### src/sv/sfr_pkg.sv
`timescale 1ns / 1ps
// Shared types, constants and the bytewise CRC-16 step for the seven-bit frame receiver.
// Used by sfr_deframe, sfr_result and the top level; depends on nothing.
package sfr_pkg;

    localparam logic [3:0]  POS_FIRST    = 4'd0;
    localparam logic [3:0]  POS_LAST     = 4'd11;
    localparam logic [3:0]  POS_IDLE     = 4'd15;
    localparam logic [3:0]  DATA_LEN     = 4'd12;
    localparam logic [3:0]  RAW_CRC_LEN  = 4'd8;
    localparam logic [15:0] CRC_INIT     = 16'hFFFF;
    localparam logic [15:0] CRC_POLY     = 16'h1021;

    typedef enum logic [1:0] {
        ST_GOOD     = 2'd0,
        ST_CRC_ERR  = 2'd1,
        ST_FLAG_ERR = 2'd2
    } status_t;

    // Summary of one completed frame, handed from the deframer to the result stage
    typedef struct packed {
        logic        crc_ok;
        logic        flags_bad;
        logic        flag;
        logic [63:0] pwm;
    } frame_t;

    // CRC-16, MSB first, one byte per call
    function automatic logic [15:0] crc_byte(input logic [15:0] crc_in, input logic [7:0] b);
        logic [15:0] c;
        c = crc_in ^ {b, 8'h00};
        for (int j = 0; j < 8; j++)
        begin
            if (c[15])
            begin
                c = {c[14:0], 1'b0} ^ CRC_POLY;
            end
            else
            begin
                c = {c[14:0], 1'b0};
            end
        end
        return c;
    endfunction

endpackage

### src/sv/sfr_deframe.sv
`timescale 1ns / 1ps
// Frame tracking, incremental 7-to-8 bit unpacking and running CRC, one beat a cycle while byte_go is high.
// Depends on sfr_pkg.
module sfr_deframe (
    input  logic            clk,
    input  logic            rst_n,
    input  logic            byte_go,
    input  logic [7:0]      byte_data,
    output logic            frame_last,
    output sfr_pkg::frame_t frame
);
    import sfr_pkg::*;

    logic [3:0]  pos_reg, pos_next;
    logic [2:0]  nbits_reg, nbits_next;
    logic [3:0]  raw_cnt_reg, raw_cnt_next;
    logic [7:0]  start_reg, start_next;
    logic [6:0]  acc_reg, acc_next;
    logic [15:0] crc_reg, crc_next;
    logic [63:0] shadow_reg, shadow_next;
    logic [7:0]  rxhi_reg, rxhi_next;

    logic        is_start;
    logic        in_frame;
    logic        emit;
    logic [2:0]  shift_amt;
    logic [13:0] combined;
    logic [13:0] shifted;
    logic [7:0]  raw;
    logic [6:0]  acc_mask;

    always_comb
    begin
        is_start   = byte_data[7];
        in_frame   = pos_reg < DATA_LEN;
        frame_last = !is_start && (pos_reg == POS_LAST);
        combined   = {acc_reg, byte_data[6:0]};
        emit       = (nbits_reg != 3'd0);
        shift_amt  = nbits_reg - 3'd1;
        shifted    = combined >> shift_amt;
        raw        = shifted[7:0];
        acc_mask   = (7'd1 << shift_amt) - 7'd1;

        frame.crc_ok    = (crc_reg == {rxhi_reg, raw});
        frame.flags_bad = (start_reg[6:1] != 6'd0);
        frame.flag      = start_reg[0];
        frame.pwm       = shadow_reg;

        pos_next     = pos_reg;
        nbits_next   = nbits_reg;
        raw_cnt_next = raw_cnt_reg;
        start_next   = start_reg;
        acc_next     = acc_reg;
        crc_next     = crc_reg;
        shadow_next  = shadow_reg;
        rxhi_next    = rxhi_reg;

        if (byte_go)
        begin
            if (is_start)
            begin
                // a start byte always opens a fresh frame
                start_next   = byte_data;
                pos_next     = POS_FIRST;
                nbits_next   = 3'd0;
                acc_next     = 7'd0;
                raw_cnt_next = 4'd0;
                crc_next     = crc_byte(CRC_INIT, byte_data);
            end
            else if (in_frame)
            begin
                pos_next = frame_last ? POS_IDLE : pos_reg + 4'd1;
                if (emit)
                begin
                    nbits_next   = shift_amt;
                    acc_next     = combined[6:0] & acc_mask;
                    raw_cnt_next = raw_cnt_reg + 4'd1;
                    if (raw_cnt_reg < RAW_CRC_LEN)
                    begin
                        crc_next    = crc_byte(crc_reg, raw);
                        shadow_next = {shadow_reg[55:0], raw};
                    end
                    else if (raw_cnt_reg == RAW_CRC_LEN)
                    begin
                        rxhi_next = raw;
                    end
                end
                else
                begin
                    nbits_next = 3'd7;
                    acc_next   = byte_data[6:0];
                end
            end
        end
    end

    always_ff @(posedge clk or negedge rst_n)
    begin
        if (!rst_n)
        begin
            pos_reg     <= POS_IDLE;
            nbits_reg   <= 3'd0;
            raw_cnt_reg <= 4'd0;
            start_reg   <= 8'd0;
        end
        else
        begin
            pos_reg     <= pos_next;
            nbits_reg   <= nbits_next;
            raw_cnt_reg <= raw_cnt_next;
            start_reg   <= start_next;
        end
    end

    always_ff @(posedge clk)
    begin
        acc_reg    <= acc_next;
        crc_reg    <= crc_next;
        shadow_reg <= shadow_next;
        rxhi_reg   <= rxhi_next;
    end

endmodule

### src/sv/sfr_result.sv
`timescale 1ns / 1ps
// Frame verdict, PWM and flag latches, outcome counters and the result register.
// Depends on sfr_pkg.
module sfr_result (
    input  logic            clk,
    input  logic            rst_n,
    input  logic            frame_go,
    input  sfr_pkg::frame_t frame,
    input  logic            frame_stall,
    output logic            frame_valid,
    output logic [1:0]      status,
    output logic [15:0]     pwm_0,
    output logic [15:0]     pwm_1,
    output logic [15:0]     pwm_2,
    output logic [15:0]     pwm_3,
    output logic            frame_flags,
    output logic            have_frame,
    output logic [31:0]     good_count,
    output logic [31:0]     crc_error_count,
    output logic [31:0]     flag_error_count
);
    import sfr_pkg::*;

    logic        valid_reg, valid_next;
    status_t     status_reg, status_next;
    logic [15:0] pwm0_reg, pwm0_next;
    logic [15:0] pwm1_reg, pwm1_next;
    logic [15:0] pwm2_reg, pwm2_next;
    logic [15:0] pwm3_reg, pwm3_next;
    logic        flags_reg, flags_next;
    logic        seen_reg, seen_next;
    logic [31:0] good_reg, good_next;
    logic [31:0] crc_err_reg, crc_err_next;
    logic [31:0] flag_err_reg, flag_err_next;

    always_comb
    begin
        valid_next    = valid_reg && frame_stall;
        status_next   = status_reg;
        pwm0_next     = pwm0_reg;
        pwm1_next     = pwm1_reg;
        pwm2_next     = pwm2_reg;
        pwm3_next     = pwm3_reg;
        flags_next    = flags_reg;
        seen_next     = seen_reg;
        good_next     = good_reg;
        crc_err_next  = crc_err_reg;
        flag_err_next = flag_err_reg;

        if (frame_go)
        begin
            valid_next = 1'b1;
            // CRC is judged before the flags; a rejected frame keeps the latches
            if (!frame.crc_ok)
            begin
                status_next  = ST_CRC_ERR;
                crc_err_next = crc_err_reg + 32'd1;
            end
            else if (frame.flags_bad)
            begin
                status_next   = ST_FLAG_ERR;
                flag_err_next = flag_err_reg + 32'd1;
            end
            else
            begin
                status_next = ST_GOOD;
                pwm0_next   = frame.pwm[63:48];
                pwm1_next   = frame.pwm[47:32];
                pwm2_next   = frame.pwm[31:16];
                pwm3_next   = frame.pwm[15:0];
                flags_next  = frame.flag;
                seen_next   = 1'b1;
                good_next   = good_reg + 32'd1;
            end
        end
    end

    always_ff @(posedge clk or negedge rst_n)
    begin
        if (!rst_n)
        begin
            valid_reg    <= 1'b0;
            status_reg   <= ST_GOOD;
            pwm0_reg     <= 16'd0;
            pwm1_reg     <= 16'd0;
            pwm2_reg     <= 16'd0;
            pwm3_reg     <= 16'd0;
            flags_reg    <= 1'b0;
            seen_reg     <= 1'b0;
            good_reg     <= 32'd0;
            crc_err_reg  <= 32'd0;
            flag_err_reg <= 32'd0;
        end
        else
        begin
            valid_reg    <= valid_next;
            status_reg   <= status_next;
            pwm0_reg     <= pwm0_next;
            pwm1_reg     <= pwm1_next;
            pwm2_reg     <= pwm2_next;
            pwm3_reg     <= pwm3_next;
            flags_reg    <= flags_next;
            seen_reg     <= seen_next;
            good_reg     <= good_next;
            crc_err_reg  <= crc_err_next;
            flag_err_reg <= flag_err_next;
        end
    end

    assign frame_valid      = valid_reg;
    assign status           = status_reg;
    assign pwm_0            = pwm0_reg;
    assign pwm_1            = pwm1_reg;
    assign pwm_2            = pwm2_reg;
    assign pwm_3            = pwm3_reg;
    assign frame_flags      = flags_reg;
    assign have_frame       = seen_reg;
    assign good_count       = good_reg;
    assign crc_error_count  = crc_err_reg;
    assign flag_error_count = flag_err_reg;

endmodule

### src/sv/seven_bit_frame_receiver_unit.sv
`timescale 1ns / 1ps
// Top level of the seven-bit frame receiver: input register, deframer and result stage.
// Depends on sfr_pkg, sfr_deframe and sfr_result.
//
// Input channel: one received byte per beat on rx_byte (byte_valid / byte_stall).
// A byte with bit 7 set opens a frame; twelve 7-bit data bytes follow. Bytes
// outside a frame are dropped without a result.
// Output channel: one result beat per completed frame (frame_valid / frame_stall)
// carrying the outcome, the latched PWM words and flags, and the three counters.
// The result of a frame's last byte is registered twice: the edge that accepts
// that byte loads the input register, and the edge on which the byte goes on to
// the deframer loads the result register.
// Throughput: one byte per cycle while byte_stall is low; the deframer unpacks one
// byte in each cycle that go is high, and the CRC advances by at most one byte.
// While a result is held by frame_stall, data bytes keep flowing; only the last
// byte of the next frame waits in the input register, and byte_stall rises.
// Reset clears the latches and counters, closes any open frame and empties both
// registers; no clearing pass is needed.
module seven_bit_frame_receiver_unit (
    input  logic        clk,
    input  logic        rst_n,
    input  logic        byte_valid,
    output logic        byte_stall,
    input  logic [7:0]  rx_byte,
    output logic        frame_valid,
    input  logic        frame_stall,
    output logic [1:0]  status,
    output logic [15:0] pwm_0,
    output logic [15:0] pwm_1,
    output logic [15:0] pwm_2,
    output logic [15:0] pwm_3,
    output logic        frame_flags,
    output logic        have_frame,
    output logic [31:0] good_count,
    output logic [31:0] crc_error_count,
    output logic [31:0] flag_error_count
);
    import sfr_pkg::*;

    logic       in_valid_reg, in_valid_next;
    logic [7:0] in_byte_reg;
    logic       accept;
    logic       go;
    logic       frame_last;
    logic       frame_go;
    frame_t     frame;

    // hold the last byte of a frame only while the previous result is still waiting
    assign go         = in_valid_reg && (!frame_last || !frame_valid || !frame_stall);
    assign frame_go   = go && frame_last;
    assign byte_stall = in_valid_reg && !go;
    assign accept     = byte_valid && !byte_stall;

    always_comb
    begin
        in_valid_next = in_valid_reg;
        if (accept)
        begin
            in_valid_next = 1'b1;
        end
        else if (go)
        begin
            in_valid_next = 1'b0;
        end
    end

    always_ff @(posedge clk or negedge rst_n)
    begin
        if (!rst_n)
        begin
            in_valid_reg <= 1'b0;
        end
        else
        begin
            in_valid_reg <= in_valid_next;
        end
    end

    always_ff @(posedge clk)
    begin
        if (accept)
        begin
            in_byte_reg <= rx_byte;
        end
    end

    sfr_deframe u_deframe (
        .clk        (clk),
        .rst_n      (rst_n),
        .byte_go    (go),
        .byte_data  (in_byte_reg),
        .frame_last (frame_last),
        .frame      (frame)
    );

    sfr_result u_result (
        .clk              (clk),
        .rst_n            (rst_n),
        .frame_go         (frame_go),
        .frame            (frame),
        .frame_stall      (frame_stall),
        .frame_valid      (frame_valid),
        .status           (status),
        .pwm_0            (pwm_0),
        .pwm_1            (pwm_1),
        .pwm_2            (pwm_2),
        .pwm_3            (pwm_3),
        .frame_flags      (frame_flags),
        .have_frame       (have_frame),
        .good_count       (good_count),
        .crc_error_count  (crc_error_count),
        .flag_error_count (flag_error_count)
    );

`ifndef SYNTH
    a_stall_only_on_waiting_result: assert property (@(posedge clk) disable iff (!rst_n)
        byte_stall |-> frame_valid)
        else $error("input stalled without a pending result");

    a_good_implies_seen: assert property (@(posedge clk) disable iff (!rst_n)
        (frame_valid && status == ST_GOOD) |-> have_frame)
        else $error("good result without a latched frame");

    a_good_count_moves_on_good: assert property (@(posedge clk) disable iff (!rst_n)
        !$stable(good_count) |-> (frame_valid && status == ST_GOOD))
        else $error("good counter changed without a good result");

    a_crc_count_moves_on_crc_err: assert property (@(posedge clk) disable iff (!rst_n)
        !$stable(crc_error_count) |-> (frame_valid && status == ST_CRC_ERR && $stable(pwm_0)))
        else $error("CRC error counter or latch changed unexpectedly");
`endif

endmodule
### config.mk
export PLATFORM = sky130hd
export DESIGN_NAME = seven_bit_frame_receiver_unit
export DESIGN_NICKNAME = d
export VERILOG_FILES = /design/src/sv/sfr_pkg.sv /design/src/sv/sfr_deframe.sv /design/src/sv/sfr_result.sv /design/src/sv/seven_bit_frame_receiver_unit.sv
export SDC_FILE = /design/constraint.sdc
export NUM_CORES = 1
export LEC_CHECK = 0
export ABC_AREA = 1
export BUFFER_PORTS_ARGS = -buffer_cell sky130_fd_sc_hd__clkbuf_2
export CAP_MARGIN = 5
export CORE_MARGIN = 4
export CORE_UTILIZATION = 55
export DETAILED_ROUTE_END_ITERATION = 10
export PLACE_DENSITY_LB_ADDON = 0.05
export SLEW_MARGIN = 5
export SYNTH_ARGS = -nofsm -noshare
export SYNTH_HDL_FRONTEND = slang
export SYNTH_SLANG_ARGS = --single-unit
### constraint.sdc
create_clock -name clk -period 23.8 [get_ports clk]
set_input_delay 1.19 -clock clk [delete_from_list [all_inputs] [get_ports clk]]
set_output_delay 1.19 -clock clk [all_outputs]
set_load 0.01 [all_outputs]
Yosys cells after proc, flatten, opt, wreduce, memory -nomap -nowiden --
Index checks and enable logic that the tools add are counted.
Cells by class: bitwise gates (word level) 23, div/mod/pow operators 0, add/sub/neg operators 7, shift-type cells 2, $lt $le $gt $ge 2, $mul 0, muxes and demuxes 85, eq/ne operators 3, reduce and logical (&&, ||, !) cells 29
Operators by type and width (number):
- $mux W16 | 53
- $mux W13 | 16
- $add A32 B1 Y32 const B | 3
- $not A3 Y3 | 16
- $mux W4 | 6
- $eq A16 B16 Y1 | 1
- $not A16 Y16 | 1
- $xor A16 B16 Y16 | 1
- $mux W7 | 2
- $shr A14 B3 Y8 | 1
- $mux W3 | 3
- $reduce_and A3 Y1 | 3
- $add A4 B1 Y4 const B | 2
- $eq A4 B4 Y1 const B | 2
- $lt A4 B4 Y1 const B | 2
- $reduce_bool A2 Y1 | 4
- $and A7 B7 Y7 | 1
- $shl A1 B3 Y7 const A | 1
- $sub A7 B1 Y7 const B | 1
- $logic_and A1 B1 Y1 | 6
- $logic_not A1 Y1 | 6
- $reduce_and A2 Y1 | 3
- $reduce_and A6 Y1 | 1
- $reduce_bool A6 Y1 | 1
- 8 further kinds | 15
Word-level totals: input port bits 12, bits in registers 287, latch bits 0, memory bits (writable) 0, memories 0, memory bits (read-only) 0

Depth between registers and ports, before layout --
word-level depth 58, mapped depth 20

Hierarchy --
A second synthesis with hierarchy kept.
Second synthesis, totals: cell total of the unflattened synthesis 1468, area, all modules 13232.7 µm²
Modules (own cells, without submodules):
- sfr_result | area an instance 7616.1 µm², cells each 938, instances 1
- sfr_deframe | area an instance 5303.8 µm², cells each 511, instances 1
- seven_bit_frame_receiver_unit | area an instance 312.8 µm², cells each 19, instances 1

Worst setup path before layout --
OpenSTA, ideal clock, no wires.
path kind input -> register, start point input frame_stall, end point register u_deframe.shadow_reg[0] (enable), cell stages on the path 5, setup slack 15625 ps, arrival 7531 ps, buffers on the path 0, cells stage by stage nand3_1 -> nand2_1 -> inv_1 -> nand2_1 -> nor4_1
Between the ends: cells in the longest elaborated chain, start to end 4
RTL lines:
- from (decl) | RTL line seven_bit_frame_receiver_unit.sv:26 | input logic frame_stall,
- $logic_not A1 Y1 | RTL line seven_bit_frame_receiver_unit.sv:49 | assign go = in_valid_reg && (!frame_last || !frame_valid || !frame_stall);
- $logic_or A1 B1 Y1 | RTL line seven_bit_frame_receiver_unit.sv:49
- $logic_and A1 B1 Y1 | RTL line seven_bit_frame_receiver_unit.sv:49
- $reduce_and A5 Y1 (no line)
- to (signal assigned) | RTL line sfr_deframe.sv:119 | shadow_reg <= shadow_next;
- to (decl) | RTL line sfr_deframe.sv:20 | logic [63:0] shadow_reg, shadow_next;
Every way passes these cells. A chain may end at the register's enable or synchronous reset.

Worst setup path in the final report --
start point register u_deframe.nbits_reg[0], end point register u_result.good_reg[9] (netlist: u_result.good_count[9])
Between the ends: cells in the longest elaborated chain, start to end 4
RTL lines:
- from (decl) | RTL line sfr_deframe.sv:15 | logic [2:0] nbits_reg, nbits_next;
- from (signal assigned) | RTL line sfr_deframe.sv:109 | nbits_reg <= nbits_next;
- $sub A3 B1 Y3 | RTL line sfr_deframe.sv:39 | shift_amt = nbits_reg - 3'd1;
- $shr A14 B3 Y8 | RTL line sfr_deframe.sv:40 | shifted = combined >> shift_amt;
- via u_deframe.shifted[0] | RTL line sfr_deframe.sv:28 | logic [13:0] shifted;
- $eq A16 B16 Y1 | RTL line sfr_deframe.sv:44 | frame.crc_ok = (crc_reg == {rxhi_reg, raw});
- $reduce_and A3 Y1 (no line)
- to (signal assigned) | RTL line sfr_result.sv:104 | good_reg <= good_next;
- to (decl) | RTL line sfr_result.sv:32 | logic [31:0] good_reg, good_next;
The timed path passes the listed nets, and every way through them passes these cells.

==> flow_summary.toml <==
[status]
status = "complete, no violations"

[logic_synthesis]
synth_most_common_cell = "sky130_fd_sc_hd__nand2_1"
synth.cells.most_frequent = "632 x sky130_fd_sc_hd__nand2_1, 180 x sky130_fd_sc_hd__dfrtp_1, 153 x sky130_fd_sc_hd__nand4_1, 135 x sky130_fd_sc_hd__nand3_1, 119 x sky130_fd_sc_hd__inv_1"
synth_seq_area_share_pct = 52.76
synthCells = 1730
top_reg_cell_synth = "sky130_fd_sc_hd__dfrtp_1"
yosysWarningCount = 0
syn_area_um2 = 14600
synth_cell_types = 40
ys_async_sr_fraction_pct = 64.11
total_nets_after_synthesis = 1753
count_of_flip_flops_with_a_built_in_enable_after_synthesis = 103
synth_largest_type_area_fraction_pct = 30.85
post_synth.cell_area_avg_um2 = 8.439
post-synth-top-area-cell = "sky130_fd_sc_hd__dfrtp_1"
ys_seq_elements = 287
yosys-top-cells-area = "sky130_fd_sc_hd__dfrtp_1 31%, sky130_fd_sc_hd__edfxtp_1 21%, sky130_fd_sc_hd__nand2_1 16%"

[finish]
layout.filler_cells = 2276
n_antenna_cell = 0
largest_register_ffs = 64
area.sequential_um2 = 7702
multiInputGateArea_um2 = 6028
fraction_of_final_layout_cells_sized_beyond_drive_strength_1_pct = 13.22
syn2layout_area_growth_pct = 13.93
nets = 1897

[grt]
initial_antenna_violation_count = 0
use_met1_pct = 34.53
grtUsageMet2_pct = 41.54
grt_ovf = 0
via_count_of_the_first_global_routing_pass = 12000
grt_max_degree = 125
wire_length_of_the_first_global_routing_pass_um = 60780
grt.total_usage_pct = 24.88
grtUsageMet3_pct = 3.327
globalRoute.busiestLayer = "met2"

[clocking]
cts_inserted_buffers = 31
clk_buf_depth = 3
clock_transition_time_at_the_flip_flop_clock_pins_of_the_worst_setup_and_hold_paths_ns = 0.06
cts_htree_levels = 1
clock_insertion_delay_worst_skew_ns = 0.56
postCtsResizedCells = 0
post_cts_buffers = 0
post_cts_hold_buffer_count = 0
cts_tree = "yes"
tritoncts_num_sinks = 287
cts.root.buffer_cell = "sky130_fd_sc_hd__clkbuf_16"

[setup_path]
setup.worst_path.end_class = "register"
sort_of_element_at_the_start_of_the_critical_path = "register"
path_class = "reg -> reg"
worst-r2r-setup-slack_ns = 19.23
critical_path_rt_ns = 24.23
path_max_fanout = 98
cp.buffers_inverters = 3
path_common_cell = "sky130_fd_sc_hd__nand2_1"
ff2ff_path_depth = 14
timing.critical_path.slowest_stage_cell = "sky130_fd_sc_hd__nand3_4"
reg2reg_capture_point = "u_result.good_count[9]"
crit_chain = "inv_4 > ha_1 > inv_2 > nand3_1 > nand3_1 > nand2_1 > nand2_1 > nand2_1 > nand3_1 > nor2_4 > buf_4 > nand3_4 > nand2_1 > nand2_1"
timing.critical_path.max_delay_family = "simple AND/OR/NAND/NOR gates"
critical_path.reg2reg.startpoint = "u_deframe.nbits_reg[0]"
worst_ep_arrival_time_ns = 5.00
max_stage_delay_ns = 0.98

[drt]
drt_pre_antenna_iters = 5
totalWireLength_um = 36490
drc = 0
drtIter0Drc = 927
route.vias.total = 12410
route.detailed.wl_per_inst_um = 16.33
ant_nets = 0
via_per_inst = 5.554

[die]
initial_core_util_pct = 56.02
pin_count = 178
floorplan.rows = 59
die_width_um = 170.9
core_area_um2 = 26060
die-area_um2 = 29210
dieHeight_um = 170.9

[power]
power_leakage_nw = 8.318
power_per_cell_area_nw_per_um2 = 80.95
vdd.ir_drop.worst_v = 0.00008290

[sta]
period_minus_slack_ns = 4.569
finalHoldViolCount = 0
timing_worst_slew_pin_value_ns = 1.212
rsz0062_at_grt = "false"
finClkSkew_ns = 0.01641
max-slew-margin-rel_pct = 18.99
setup_total_negative_slack_ns = 0
final-max-slew-violation-count = 0
fin_worst_hold_slack_ns = 0.4397
max_freq_mhz = 218.9
timing.final.setup_violations = 0
period_share_pct = 19.20

[place]
port_buffers = 177
placer_congestion_estimate = 0.9283
hpwl_um = 24470

[job]
maxCapViolations = 0

[min_path]
tightest_hold_check_type = "reg -> reg"
worstHoldStart = "u_deframe.shadow_reg[15]"
holdPathEnd = "u_deframe.shadow_reg[23]"
hold-path-cell-count = 0
[where the power goes]
part,internal [W],total (W),switching [W]
Clock,0.000291,0.000482,0.000190
Sequential,0.000560,0.000585,0.0000250
Combinational,0.0000724,0.000280,0.000208
Total,0.000923,0.00135,0.000423
[how the worst max path moves through the flow]
stage                      startpoint  depth (start not counted)  slack (ns)                             to
2_1_floorplan             frame_stall                          5       15.63        u_deframe.shadow_reg[0]
3_3_place_gp   u_deframe.nbits_reg[0]                         14       19.40              u_result.pwm_0[0]
3_5_place_dp   u_deframe.nbits_reg[0]                         14       19.28  u_result.flag_error_count[11]
4_1_cts        u_deframe.nbits_reg[0]                         14       19.27  u_result.flag_error_count[17]
5_1_grt        u_deframe.nbits_reg[0]                         14       18.72              u_result.pwm_0[5]
6_report       u_deframe.nbits_reg[0]                         14       19.23         u_result.good_count[9]
[cell type report]
class	instances	area share [%]
sequential	287	46.31
multi-input combinational	1241	36.24
timing repair buffer	189	5.920
clock buffer	49	5.431
inverter	124	2.814
tap	335	2.520
clock inverter	9	0.7598
[per-layer routing]
layer,vias to the layer above,wire (µm)
li1,6029,-
met1,5937,15920
met2,365,17500
met3,77,2179
met4,0,888
met5,-,0
[cells in the final DEF (no fill, tap or decap), drive strengths merged, types with 7 or more instances in the layout]
master / count
nand4: 153
dfrtp: 180
o21ai: 26
xnor2: 36
ha: 11
nor3: 34
edfxtp: 103
clkbuf: 226
buf: 12
inv: 124
xor2: 65
nor4: 7
nor2: 115
nand2: 634
nand3: 136
[cell families (layout without fill, tap and decap cells)]
kind of cell             after synthesis  count (layout)  synth area share (%)
adder cells (fa/ha/maj)               11              11                0.9427
AO/OA/AOI/OAI                         44              44                 1.791
XOR/XNOR                             101             101                 6.059
AND/OR/NAND/NOR                     1085            1085                 32.39
flip-flops                           287             287                 52.76
buffers and inverters                202             371                 6.059
[per-stage QoR]
step           util, %  setup slack, ns  instance area (µm²)  power [W]  instances
2_1_floorplan        -            15.63                14600  0.0008025       1730
3_3_place_gp     59.87            19.40                15600  0.0008682       2176
3_5_place_dp     59.87            19.28                15600  0.0008723       2176
4_1_cts          63.83            19.27                16630   0.001355       2234
5_1_grt          63.83            18.72                16630   0.001420       2234
6_report         63.83            19.23                16630   0.001346       2234
(Power assumes the default switching activity.)
